===== src/rtl/assert_macros.svh =====
// Assertion macros shared by the two-wire serial master RTL.
// Needs a clk and an active-low rst_n in the scope of each use.
`ifndef ASSERT_MACROS_SVH
`define ASSERT_MACROS_SVH

// Check on every clock edge, quiet while reset is asserted
`define TWS_ASSERT(label, prop, msg) \
    label: assert property (@(posedge clk) disable iff (!rst_n) prop) \
        else $error(msg);

// Check on every clock edge, reset included
`define TWS_ASSERT_ALWAYS(label, prop, msg) \
    label: assert property (@(posedge clk) prop) \
        else $error(msg);

`endif


===== src/rtl/tws_pkg.sv =====
// Types, command codes and microcode program of the two-wire serial master.
// Used by tws_seq, tws_dp and two_wire_serial_master_unit; no dependencies.
package tws_pkg;

    localparam int BITS_PER_BYTE = 8;
    localparam int BIT_CNT_W     = $clog2(BITS_PER_BYTE);
    localparam int WAIT_W        = 16;
    localparam int STEP_W        = 4;

    localparam logic [WAIT_W-1:0] WAIT_RESET = 16'd250;

    // Command codes
    localparam logic [1:0] CMD_START = 2'd0;
    localparam logic [1:0] CMD_STOP  = 2'd1;
    localparam logic [1:0] CMD_SEND  = 2'd2;

    // Program entry points and loop target
    localparam logic [STEP_W-1:0] ADDR_START = 4'd0;
    localparam logic [STEP_W-1:0] ADDR_STOP  = 4'd4;
    localparam logic [STEP_W-1:0] ADDR_SEND  = 4'd8;
    localparam logic [STEP_W-1:0] ADDR_LOOP  = 4'd8;
    localparam logic [STEP_W-1:0] ADDR_LAST  = 4'd13;

    typedef struct packed {
        logic [1:0] cmd;
        logic [7:0] data_byte;
        logic       data_line_level;
    } in_item_t;

    typedef struct packed {
        logic clock_level;
        logic data_released;
        logic ack_good;
        logic last_phase;
    } out_item_t;

    typedef enum logic [0:0] {
        ST_IDLE,
        ST_RUN
    } state_t;

    typedef enum logic [1:0] {
        CLK_KEEP,
        CLK_LOW,
        CLK_HIGH
    } clk_op_t;

    typedef enum logic [1:0] {
        DAT_KEEP,
        DAT_LOW,
        DAT_HIGH,
        DAT_BIT
    } dat_op_t;

    // One microcode control word
    typedef struct packed {
        clk_op_t clk_op;
        dat_op_t dat_op;
        logic    shift;
        logic    ack;
        logic    last;
        logic    loop;
    } uword_t;

    // Sequencer to datapath
    typedef struct packed {
        logic   load;
        logic   fire;
        uword_t word;
    } ctl_t;

    // Datapath to sequencer
    typedef struct packed {
        logic slot_free;
        logic bits_left;
    } dp_status_t;

    function automatic uword_t uw(clk_op_t c, dat_op_t d, logic s, logic a,
                                  logic l, logic j);
        uword_t w;
        w.clk_op = c;
        w.dat_op = d;
        w.shift  = s;
        w.ack    = a;
        w.last   = l;
        w.loop   = j;
        return w;
    endfunction

    // Microcode program: start, stop, then the send byte loop
    function automatic uword_t ucode(logic [STEP_W-1:0] addr);
        uword_t w;
        unique case (addr)
            4'd0:    w = uw(CLK_KEEP, DAT_HIGH, 1'b0, 1'b0, 1'b0, 1'b0);
            4'd1:    w = uw(CLK_HIGH, DAT_KEEP, 1'b0, 1'b0, 1'b0, 1'b0);
            4'd2:    w = uw(CLK_KEEP, DAT_LOW,  1'b0, 1'b0, 1'b0, 1'b0);
            4'd3:    w = uw(CLK_LOW,  DAT_KEEP, 1'b0, 1'b0, 1'b1, 1'b0);
            4'd4:    w = uw(CLK_LOW,  DAT_KEEP, 1'b0, 1'b0, 1'b0, 1'b0);
            4'd5:    w = uw(CLK_KEEP, DAT_LOW,  1'b0, 1'b0, 1'b0, 1'b0);
            4'd6:    w = uw(CLK_HIGH, DAT_KEEP, 1'b0, 1'b0, 1'b0, 1'b0);
            4'd7:    w = uw(CLK_KEEP, DAT_HIGH, 1'b0, 1'b0, 1'b1, 1'b0);
            4'd8:    w = uw(CLK_KEEP, DAT_BIT,  1'b0, 1'b0, 1'b0, 1'b0);
            4'd9:    w = uw(CLK_HIGH, DAT_KEEP, 1'b0, 1'b0, 1'b0, 1'b0);
            4'd10:   w = uw(CLK_LOW,  DAT_KEEP, 1'b1, 1'b0, 1'b0, 1'b1);
            4'd11:   w = uw(CLK_KEEP, DAT_HIGH, 1'b0, 1'b0, 1'b0, 1'b0);
            4'd12:   w = uw(CLK_HIGH, DAT_KEEP, 1'b0, 1'b0, 1'b0, 1'b0);
            4'd13:   w = uw(CLK_LOW,  DAT_KEEP, 1'b0, 1'b1, 1'b1, 1'b0);
            default: w = uw(CLK_KEEP, DAT_KEEP, 1'b0, 1'b0, 1'b1, 1'b0);
        endcase
        return w;
    endfunction

endpackage


===== src/rtl/two_wire_serial_master_unit.sv =====
// Top level of the two-wire serial master: APB register, sequencer, datapath.
// Depends on tws_pkg, tws_seq and tws_dp.

// A command beat (start, stop or send byte) turns into a series of line
// phase beats, 4 for start and stop and 27 for a send, each reporting the
// clock level and data state after the change; the last beat of a command
// has last_phase set, and on a send carries ack_good. Every phase waits out
// the phase wait counter, loaded from phase_wait_cycles (a value of zero
// counts as one), and waits further while the output is stalled; the next
// command beat can be taken in the cycle after the last phase fires.
// Command code 3 is taken and gives no beats. phase_wait_cycles is at APB
// byte address 0 and should only be written while no command is running.
module two_wire_serial_master_unit (
    input  logic                clk,
    input  logic                rst_n,
    input  logic                psel,
    input  logic                penable,
    input  logic                pwrite,
    input  logic [2:0]          paddr,
    input  logic [31:0]         pwdata,
    output logic [31:0]         prdata,
    output logic                pready,
    input  logic                in_valid,
    output logic                in_stall,
    input  tws_pkg::in_item_t   in_data,
    output logic                out_valid,
    input  logic                out_stall,
    output tws_pkg::out_item_t  out_data
);

    logic [tws_pkg::WAIT_W-1:0] phase_wait_reg;
    logic                       reg_hit;
    tws_pkg::ctl_t              ctl;
    tws_pkg::dp_status_t        status;

    // Register port
    assign pready  = 1'b1;
    assign reg_hit = (paddr[2] == 1'b0);
    assign prdata  = reg_hit ? {{(32-tws_pkg::WAIT_W){1'b0}}, phase_wait_reg} : '0;

    always_ff @(posedge clk or negedge rst_n)
    begin
        if (!rst_n)
        begin
            phase_wait_reg <= tws_pkg::WAIT_RESET;
        end
        else if (psel && penable && pwrite && pready && reg_hit)
        begin
            phase_wait_reg <= pwdata[tws_pkg::WAIT_W-1:0];
        end
    end

    tws_seq u_seq (
        .clk        (clk),
        .rst_n      (rst_n),
        .in_valid   (in_valid),
        .in_stall   (in_stall),
        .cmd        (in_data.cmd),
        .phase_wait (phase_wait_reg),
        .status     (status),
        .ctl        (ctl)
    );

    tws_dp u_dp (
        .clk       (clk),
        .rst_n     (rst_n),
        .in_data   (in_data),
        .ctl       (ctl),
        .status    (status),
        .out_valid (out_valid),
        .out_stall (out_stall),
        .out_data  (out_data)
    );

endmodule


===== src/rtl/tws_seq.sv =====
// Microcode sequencer: step counter, phase wait counter and program ROM.
// Depends on tws_pkg and assert_macros.svh.
`include "assert_macros.svh"

module tws_seq (
    input  logic                         clk,
    input  logic                         rst_n,
    input  logic                         in_valid,
    output logic                         in_stall,
    input  logic [1:0]                   cmd,
    input  logic [tws_pkg::WAIT_W-1:0]   phase_wait,
    input  tws_pkg::dp_status_t          status,
    output tws_pkg::ctl_t                ctl
);

    tws_pkg::state_t                  state_reg, state_next;
    logic [tws_pkg::STEP_W-1:0]       step_reg, step_next;
    logic [tws_pkg::WAIT_W-1:0]       wait_reg, wait_next;
    logic [tws_pkg::WAIT_W-1:0]       wait_eff;
    logic                             accept;
    tws_pkg::uword_t                  word;

    // A zero wait value is taken as one
    assign wait_eff = (phase_wait == '0) ? {{(tws_pkg::WAIT_W-1){1'b0}}, 1'b1}
                                         : phase_wait;
    assign in_stall = (state_reg != tws_pkg::ST_IDLE);
    assign accept   = in_valid && !in_stall;
    assign word     = tws_pkg::ucode(step_reg);

    // Hold state, step and wait counter
    always_ff @(posedge clk or negedge rst_n)
    begin
        if (!rst_n)
        begin
            state_reg <= tws_pkg::ST_IDLE;
            step_reg  <= '0;
            wait_reg  <= '0;
        end
        else
        begin
            state_reg <= state_next;
            step_reg  <= step_next;
            wait_reg  <= wait_next;
        end
    end

    // Advance through the program; fire a phase when the wait ends and
    // the output slot is free
    always_comb
    begin
        state_next = state_reg;
        step_next  = step_reg;
        wait_next  = wait_reg;
        ctl.load   = 1'b0;
        ctl.fire   = 1'b0;
        ctl.word   = word;
        unique case (state_reg)
            tws_pkg::ST_IDLE:
            begin
                wait_next = '0;
                if (accept)
                begin
                    ctl.load  = (cmd == tws_pkg::CMD_SEND);
                    wait_next = wait_eff;
                    case (cmd)
                        tws_pkg::CMD_START:
                        begin
                            step_next  = tws_pkg::ADDR_START;
                            state_next = tws_pkg::ST_RUN;
                        end
                        tws_pkg::CMD_STOP:
                        begin
                            step_next  = tws_pkg::ADDR_STOP;
                            state_next = tws_pkg::ST_RUN;
                        end
                        tws_pkg::CMD_SEND:
                        begin
                            step_next  = tws_pkg::ADDR_SEND;
                            state_next = tws_pkg::ST_RUN;
                        end
                        default:
                        begin
                            wait_next = '0;
                        end
                    endcase
                end
            end
            tws_pkg::ST_RUN:
            begin
                if (wait_reg > {{(tws_pkg::WAIT_W-1){1'b0}}, 1'b1})
                begin
                    wait_next = wait_reg - 1'b1;
                end
                else if (status.slot_free)
                begin
                    ctl.fire = 1'b1;
                    if (word.last)
                    begin
                        state_next = tws_pkg::ST_IDLE;
                        wait_next  = '0;
                        step_next  = '0;
                    end
                    else
                    begin
                        wait_next = wait_eff;
                        if (word.loop && status.bits_left)
                        begin
                            step_next = tws_pkg::ADDR_LOOP;
                        end
                        else
                        begin
                            step_next = step_reg + 1'b1;
                        end
                    end
                end
            end
            default:
            begin
                state_next = tws_pkg::ST_IDLE;
            end
        endcase
    end

    `TWS_ASSERT_ALWAYS(a_run_wait_nonzero, (state_reg == tws_pkg::ST_RUN) |-> (wait_reg != '0), "wait counter empty while running")
    `TWS_ASSERT(a_last_ends_run, (ctl.fire && word.last) |=> (state_reg == tws_pkg::ST_IDLE), "sequence did not end after last phase")
    `TWS_ASSERT(a_step_in_program, (state_reg == tws_pkg::ST_RUN) |-> (step_reg <= tws_pkg::ADDR_LAST), "step counter left the program")

endmodule


===== src/rtl/tws_dp.sv =====
// Datapath: line levels, shift byte, bit counter and the result register.
// Depends on tws_pkg and assert_macros.svh.
`include "assert_macros.svh"

module tws_dp (
    input  logic                 clk,
    input  logic                 rst_n,
    input  tws_pkg::in_item_t    in_data,
    input  tws_pkg::ctl_t        ctl,
    output tws_pkg::dp_status_t  status,
    output logic                 out_valid,
    input  logic                 out_stall,
    output tws_pkg::out_item_t   out_data
);

    logic                              clk_line_reg, clk_line_next;
    logic                              dat_line_reg, dat_line_next;
    logic [tws_pkg::BITS_PER_BYTE-1:0] shift_reg, shift_next;
    logic [tws_pkg::BIT_CNT_W-1:0]     bit_cnt_reg, bit_cnt_next;
    logic                              ack_sample_reg, ack_sample_next;
    logic                              out_valid_reg, out_valid_next;
    tws_pkg::out_item_t                out_reg, out_next;

    assign status.slot_free = !out_valid_reg || !out_stall;
    assign status.bits_left = (bit_cnt_reg != '0);
    assign out_valid        = out_valid_reg;
    assign out_data         = out_reg;

    // Decode the control word into new line levels
    always_comb
    begin
        unique case (ctl.word.clk_op)
            tws_pkg::CLK_LOW:  clk_line_next = 1'b0;
            tws_pkg::CLK_HIGH: clk_line_next = 1'b1;
            default:           clk_line_next = clk_line_reg;
        endcase
        unique case (ctl.word.dat_op)
            tws_pkg::DAT_LOW:  dat_line_next = 1'b0;
            tws_pkg::DAT_HIGH: dat_line_next = 1'b1;
            tws_pkg::DAT_BIT:  dat_line_next = shift_reg[0];
            default:           dat_line_next = dat_line_reg;
        endcase
    end

    // Load the byte on a send, shift one bit per loop pass
    always_comb
    begin
        shift_next      = shift_reg;
        bit_cnt_next    = bit_cnt_reg;
        ack_sample_next = ack_sample_reg;
        if (ctl.load)
        begin
            shift_next      = in_data.data_byte;
            bit_cnt_next    = tws_pkg::BIT_CNT_W'(tws_pkg::BITS_PER_BYTE - 1);
            ack_sample_next = in_data.data_line_level;
        end
        else if (ctl.fire && ctl.word.shift)
        begin
            shift_next   = shift_reg >> 1;
            bit_cnt_next = bit_cnt_reg - 1'b1;
        end
    end

    // Fill the result register on a phase, drop it when taken
    always_comb
    begin
        out_next       = out_reg;
        out_valid_next = out_valid_reg && out_stall;
        if (ctl.fire)
        begin
            out_next.clock_level   = clk_line_next;
            out_next.data_released = dat_line_next;
            out_next.ack_good      = ctl.word.ack && !ack_sample_reg;
            out_next.last_phase    = ctl.word.last;
            out_valid_next         = 1'b1;
        end
    end

    always_ff @(posedge clk or negedge rst_n)
    begin
        if (!rst_n)
        begin
            clk_line_reg   <= 1'b1;
            dat_line_reg   <= 1'b1;
            shift_reg      <= '0;
            bit_cnt_reg    <= '0;
            ack_sample_reg <= 1'b0;
            out_valid_reg  <= 1'b0;
        end
        else
        begin
            if (ctl.fire)
            begin
                clk_line_reg <= clk_line_next;
                dat_line_reg <= dat_line_next;
            end
            shift_reg      <= shift_next;
            bit_cnt_reg    <= bit_cnt_next;
            ack_sample_reg <= ack_sample_next;
            out_valid_reg  <= out_valid_next;
        end
    end

    // Result payload
    always_ff @(posedge clk)
    begin
        out_reg <= out_next;
    end

    `TWS_ASSERT(a_fire_sets_valid, ctl.fire |=> out_valid_reg, "phase result not presented")
    `TWS_ASSERT(a_no_overwrite, ctl.fire |-> (!out_valid_reg || !out_stall), "pending result overwritten")
    `TWS_ASSERT(a_ack_on_last, (out_valid_reg && out_reg.ack_good) |-> out_reg.last_phase, "acknowledge flagged before last phase")

endmodule

===== config.mk =====
export PLATFORM = sky130hd
export DESIGN_NAME = two_wire_serial_master_unit
export DESIGN_NICKNAME = d
export VERILOG_FILES = /design/src/rtl/tws_pkg.sv /design/src/rtl/two_wire_serial_master_unit.sv /design/src/rtl/tws_seq.sv /design/src/rtl/tws_dp.sv
export VERILOG_INCLUDE_DIRS = /design/src /design/src/rtl
export SDC_FILE = /design/constraint.sdc
export NUM_CORES = 1
export LEC_CHECK = 0
export BUFFER_PORTS_ARGS = -buffer_cell sky130_fd_sc_hd__buf_2
export CAP_MARGIN = 10
export CORE_MARGIN = 2
export CORE_UTILIZATION = 56
export CTS_CLUSTER_DIAMETER = 50
export DETAILED_ROUTE_END_ITERATION = 12
export PLACE_DENSITY = 0.95
export SLEW_MARGIN = 40
export SYNTH_ARGS = -nofsm -noshare
export SYNTH_HDL_FRONTEND = slang
export SYNTH_SLANG_ARGS = --single-unit

===== constraint.sdc =====
create_clock -name clk -period 3.5 [get_ports clk]
set_input_delay 0.35 -clock clk [delete_from_list [all_inputs] [get_ports clk]]
set_output_delay 0.35 -clock clk [all_outputs]
set_load 0.01 [all_outputs]

==> summary.md <==
| Metric | Value |
|---|---|
| Final setup viols | `0` |
| Growth of design area from synthesis to finish | `12.0%` |
| Layout cell share with drive strength beyond 1 | `0.309` |
| Internal power consumption | `between 0.0015 and 0.002 W` |
| Pin count of the biggest net entering global routing | `53` |
| Clock sink count | `56` |
| Number of global-route vias before repair | `2,389` |
| Final hold viol count | `0` |
| Critical Path Start Type | `flip-flop` |
| Buffers and inverters on the worst path | `1` |
| Count of flip-flops with a built-in enable after synthesis | `4` |
| Critical-path top delay cell | `sky130_fd_sc_hd__or4_4` |
| Overall global routing resource usage | `0.215` |
| Clk network pwr share | `0.180` |
| Clock tree from TritonCTS | `yes` |
| CTS Buf Count | `5` |
| Top-level I/O count | `slightly above 90` |
| Global-route wire length before repair | `~11,000 um` |
| Initial antenna violation count | `0` |
| Width of the die | `roughly 79 um` |
| Share of the cycle needed by the critical path after routing | `0.722` |
| Crit-path max FO | `6` |
| Part of the total power dissipated in combinational logic | `0.360` |
| Reg power frac | `0.460` |
| Skew final | `0.00554 ns` |
| Insertion delay of the later-clocked pin in the worst-skew pair | `0.31 ns` |
| Number of register bits inferred by synthesis | `between 50 and 60` |
| Outcome | `finished, final reports clean` |
| Sw Ratio | `0.358` |
| Residual DRC | `0` |
| Final wirelength | `6380 um` |
| Root buffer cell | `sky130_fd_sc_hd__clkbuf_8` |
| Net load switching power | `0.000871 W` |
| Site row count | `27` |
| Max-slew headroom | `0.556` |
| Post-layout min period | `2.53 ns` |
| Number of placed instances with taps included | `409` |
| Deepest clock path buffer count | `2` |
| Post-cts hold buffer count | `0` |
| Top achievable clock speed | `0.396 GHz` |
| Core Area | `between 5000 and 6000 sq um` |
| Number of synthesis warnings | `0` |
| Critical path cell sequence | `inv_1, ha_1, nor2_1, or4_4, or3_2, nor2_1, mux2_2` |
| WP data required | `between 3 and 4 ns` |
| Library cell appearing most often on the critical path | `sky130_fd_sc_hd__nor2_1` |
| Ratio of total power to cell area | `between 600 and 700 nW/um^2` |
| H-Tree Depth | `2` |
| Number of antenna-violating nets in the routed design | `0` |
| Net count reported at finish | `409` |
| Arrival time worst endpoint | `approximately 2.7 ns` |
| PostCTS Resize Cnt | `0` |
| Max VDD drop | `0.403 mV` |
| Sum of overflow across all layers after global routing | `0` |
| Antenna diode count | `0` |
| Number of buffers added for setup after CTS | `0` |
| Via density per instance | `5.69` |
| Total Die Area | `around 6300 sq um` |
| Leak | `1.63 nW` |
| Max-slew violations | `0` |
| Unrepaired setup endpoints after global routing | `false` |
| Crit Path Class | `reg2reg` |
| Total negative setup slack | `0 ns` |
| Post-synthesis average cell area | `10.8 sq um` |
| Async set-or-reset flop fraction in the synthesized netlist | `0.929` |
| Via count | `2,380` |
| Final Non-Filler Cells | `418` |
| Synthesized instance count | `293` |
| Initial Util | `0.577` |
| Sequential element share of the synthesized area | `0.453` |
| Length of the first detailed-routing pass in iterations | `4` |
| Crit. End Element | `flip-flop` |
| Number of max-capacitance violations reported | `0` |
| Worst-margin pin slew | `0.666 ns` |
| Die height | `79.1 um` |
| Kind of cell with the highest combined delay on the critical path | `simple AND/OR/NAND/NOR gates` |
| Initial DRC Count | `around 130` |
| Number of input and output port buffers inserted | `56` |
| Mapped Area | `3160 sq um` |
| WL per Instance | `~15 um` |
| Post-synthesis cell type count | `54` |
| Clock-pin slew on the worst setup and hold paths | `~0.10 ns` |
| Hold/Removal Path Class | `in2async` |
| Filler Cell Count | `approximately 410` |
| Delay of the slowest cell on the worst path | `about 0.52 ns` |
| Estimated wirelength of the detail-placed design | `4700 um` |
| Gp weighted congestion | `0.814` |
| Final Util | `0.646` |
| Synth Flop Type | `sky130_fd_sc_hd__dfrtp_1` |
-- cells by family (layout without fill, tap and decap cells) --
| family | Yosys count | count (layout) | synth area share |
|---|---|---|---|
| flip-flops | 56 | 56 | 0.453 |
| AO/OA/AOI/OAI | 55 | 55 | 0.132 |
| XOR/XNOR | 13 | 13 | 0.0361 |
| multiplexers | 31 | 31 | 0.112 |
| other | 2 | 17 | 0.00238 |
| adder cells (fa/ha/maj) | 11 | 11 | 0.0436 |
| buffers and inverters | 39 | 77 | 0.0725 |
| AND/OR/NAND/NOR | 86 | 86 | 0.149 |
-- final timing paths --
check | to | start | cells after the start | slack [ns]
setup / recovery | u_seq.wait_reg[1]$_DFFE_PN0P_ | u_seq.wait_reg[0]$_DFFE_PN0P_ | 7 | 0.97
hold / removal | u_dp.shift_reg[1]$_DFFE_PN0P_ | rst_n | 1 | 0.05
setup reg to reg | u_seq.wait_reg[1]$_DFFE_PN0P_ | u_seq.wait_reg[0]$_DFFE_PN0P_ | 7 | 0.97
hold reg to reg | u_dp.shift_reg[1]$_DFFE_PN0P_ | u_dp.shift_reg[1]$_DFFE_PN0P_ | 1 | 0.50
max in group asynchronous | phase_wait_reg[10]$_DFFE_PN0P_ | rst_n | 1 | 3.03
min in group clk | u_dp.ack_sample_reg$_DFFE_PN0P_ | in_data[0] | 2 | 0.26
-- cell usage in the layout (no fill, tap or decap), types with 3 or more instances in the layout --
| cell type | Yosys | layout |
|---|---|---|
| sky130_fd_sc_hd__buf_2 | 1 | 55 |
| sky130_fd_sc_hd__dfrtp_1 | 44 | 44 |
| sky130_fd_sc_hd__mux2_2 | 25 | 25 |
| sky130_fd_sc_hd__nor2_1 | 20 | 20 |
| sky130_fd_sc_hd__conb_1 | 2 | 17 |
| sky130_fd_sc_hd__nor2b_1 | 16 | 16 |
| sky130_fd_sc_hd__inv_1 | 12 | 12 |
| sky130_fd_sc_hd__nand2_1 | 12 | 12 |
| sky130_fd_sc_hd__ha_1 | 11 | 11 |
| sky130_fd_sc_hd__xnor2_1 | 10 | 10 |
| sky130_fd_sc_hd__o2bb2ai_1 | 10 | 10 |
| sky130_fd_sc_hd__a21oi_1 | 8 | 8 |
| sky130_fd_sc_hd__o22a_1 | 8 | 8 |
| sky130_fd_sc_hd__dfstp_2 | 8 | 8 |
| sky130_fd_sc_hd__nor3_1 | 7 | 7 |
| sky130_fd_sc_hd__nor4_1 | 7 | 7 |
| sky130_fd_sc_hd__o21a_1 | 7 | 7 |
| sky130_fd_sc_hd__mux2i_1 | 5 | 5 |
| sky130_fd_sc_hd__nand3_1 | 5 | 5 |
| sky130_fd_sc_hd__o21ai_0 | 5 | 5 |
| sky130_fd_sc_hd__clkbuf_8 | 1 | 5 |
| sky130_fd_sc_hd__nand2b_1 | 4 | 4 |
| sky130_fd_sc_hd__edfxtp_1 | 4 | 4 |
| sky130_fd_sc_hd__xor2_1 | 3 | 3 |
| sky130_fd_sc_hd__o31ai_1 | 3 | 3 |
-- area by class of cell --
type / instances / area (sq um) / share of cell area
clock buffer: 8 / 123 / 0.0347
inverter: 12 / 45.0 / 0.0127
multi-input combinational: 213 / 1550 / 0.439
sequential: 56 / 1430 / 0.405
tap: 72 / 90.1 / 0.0255
timing repair buffer: 57 / 294 / 0.0831
-- synthesized netlist by cell type, types with 2 or more instances --
cell type	instances	share of area
sky130_fd_sc_hd__dfrtp_1	44	0.35
sky130_fd_sc_hd__mux2_2	25	0.089
sky130_fd_sc_hd__nor2_1	20	0.024
sky130_fd_sc_hd__buf_4	17	0.040
sky130_fd_sc_hd__nor2b_1	16	0.032
sky130_fd_sc_hd__inv_1	12	0.014
sky130_fd_sc_hd__nand2_1	12	0.014
sky130_fd_sc_hd__ha_1	11	0.044
sky130_fd_sc_hd__o2bb2ai_1	10	0.028
sky130_fd_sc_hd__xnor2_1	10	0.028
sky130_fd_sc_hd__a21oi_1	8	0.013
sky130_fd_sc_hd__dfstp_2	8	0.067
sky130_fd_sc_hd__o22a_1	8	0.022
sky130_fd_sc_hd__nor3_1	7	0.011
sky130_fd_sc_hd__nor4_1	7	0.014
sky130_fd_sc_hd__o21a_1	7	0.017
sky130_fd_sc_hd__clkbuf_1	5	0.0059
sky130_fd_sc_hd__mux2i_1	5	0.016
sky130_fd_sc_hd__nand3_1	5	0.0079
sky130_fd_sc_hd__o21ai_0	5	0.0079
sky130_fd_sc_hd__edfxtp_1	4	0.038
sky130_fd_sc_hd__nand2b_1	4	0.0079
sky130_fd_sc_hd__o31ai_1	3	0.0071
sky130_fd_sc_hd__xor2_1	3	0.0083
sky130_fd_sc_hd__a21o_1	2	0.0048
sky130_fd_sc_hd__a31o_2	2	0.0055
sky130_fd_sc_hd__buf_1	2	0.0024
sky130_fd_sc_hd__conb_1	2	0.0024
sky130_fd_sc_hd__nand4b_1	2	0.0055
sky130_fd_sc_hd__or4_1	2	0.0048
sky130_fd_sc_hd__or4_4	2	0.0071
-- per-stage QoR --
step	hold WS [ns]	power, W	cell area (sq um)	setup slack (ns)
detailed placement	0.416	0.00198	3400	1.02
floorplan	0.0544	0.00176	3210	1.21
CTS	0.0696	0.00243	3530	0.986
finish	0.0522	0.00243	3540	0.974
global placement	0.474	0.00192	3400	1.08
global route	0.0848	0.00259	3540	0.875
-- routing by layer --
metal	up-vias	track usage	share of wire
met3	13	0.0398	0.058
li1	1123	-	-
met4	0	0.0810	0.019
met2	86	0.381	0.51
met5	-	0	0
met1	1158	0.260	0.41
-- power groups by stage --
stage               Sequential (W)  Clock, W  Combinational (W)
finish                     0.00112  0.000437           0.000876
global route               0.00115  0.000469           0.000975
CTS                        0.00111  0.000442           0.000873
detailed placement         0.00112         0           0.000864
global placement           0.00110         0           0.000817
floorplan                  0.00103         0           0.000723
-- worst register-to-register path, stage by stage (launching register included) --
cell,delay [ns]
sky130_fd_sc_hd__dfrtp_1,0.45
sky130_fd_sc_hd__inv_1,0.08
sky130_fd_sc_hd__ha_1,0.22
sky130_fd_sc_hd__nor2_1,0.09
sky130_fd_sc_hd__or4_4,0.52
sky130_fd_sc_hd__or3_2,0.45
sky130_fd_sc_hd__nor2_1,0.24
sky130_fd_sc_hd__mux2_2,0.37
Power figures use the tool's default switching activity.
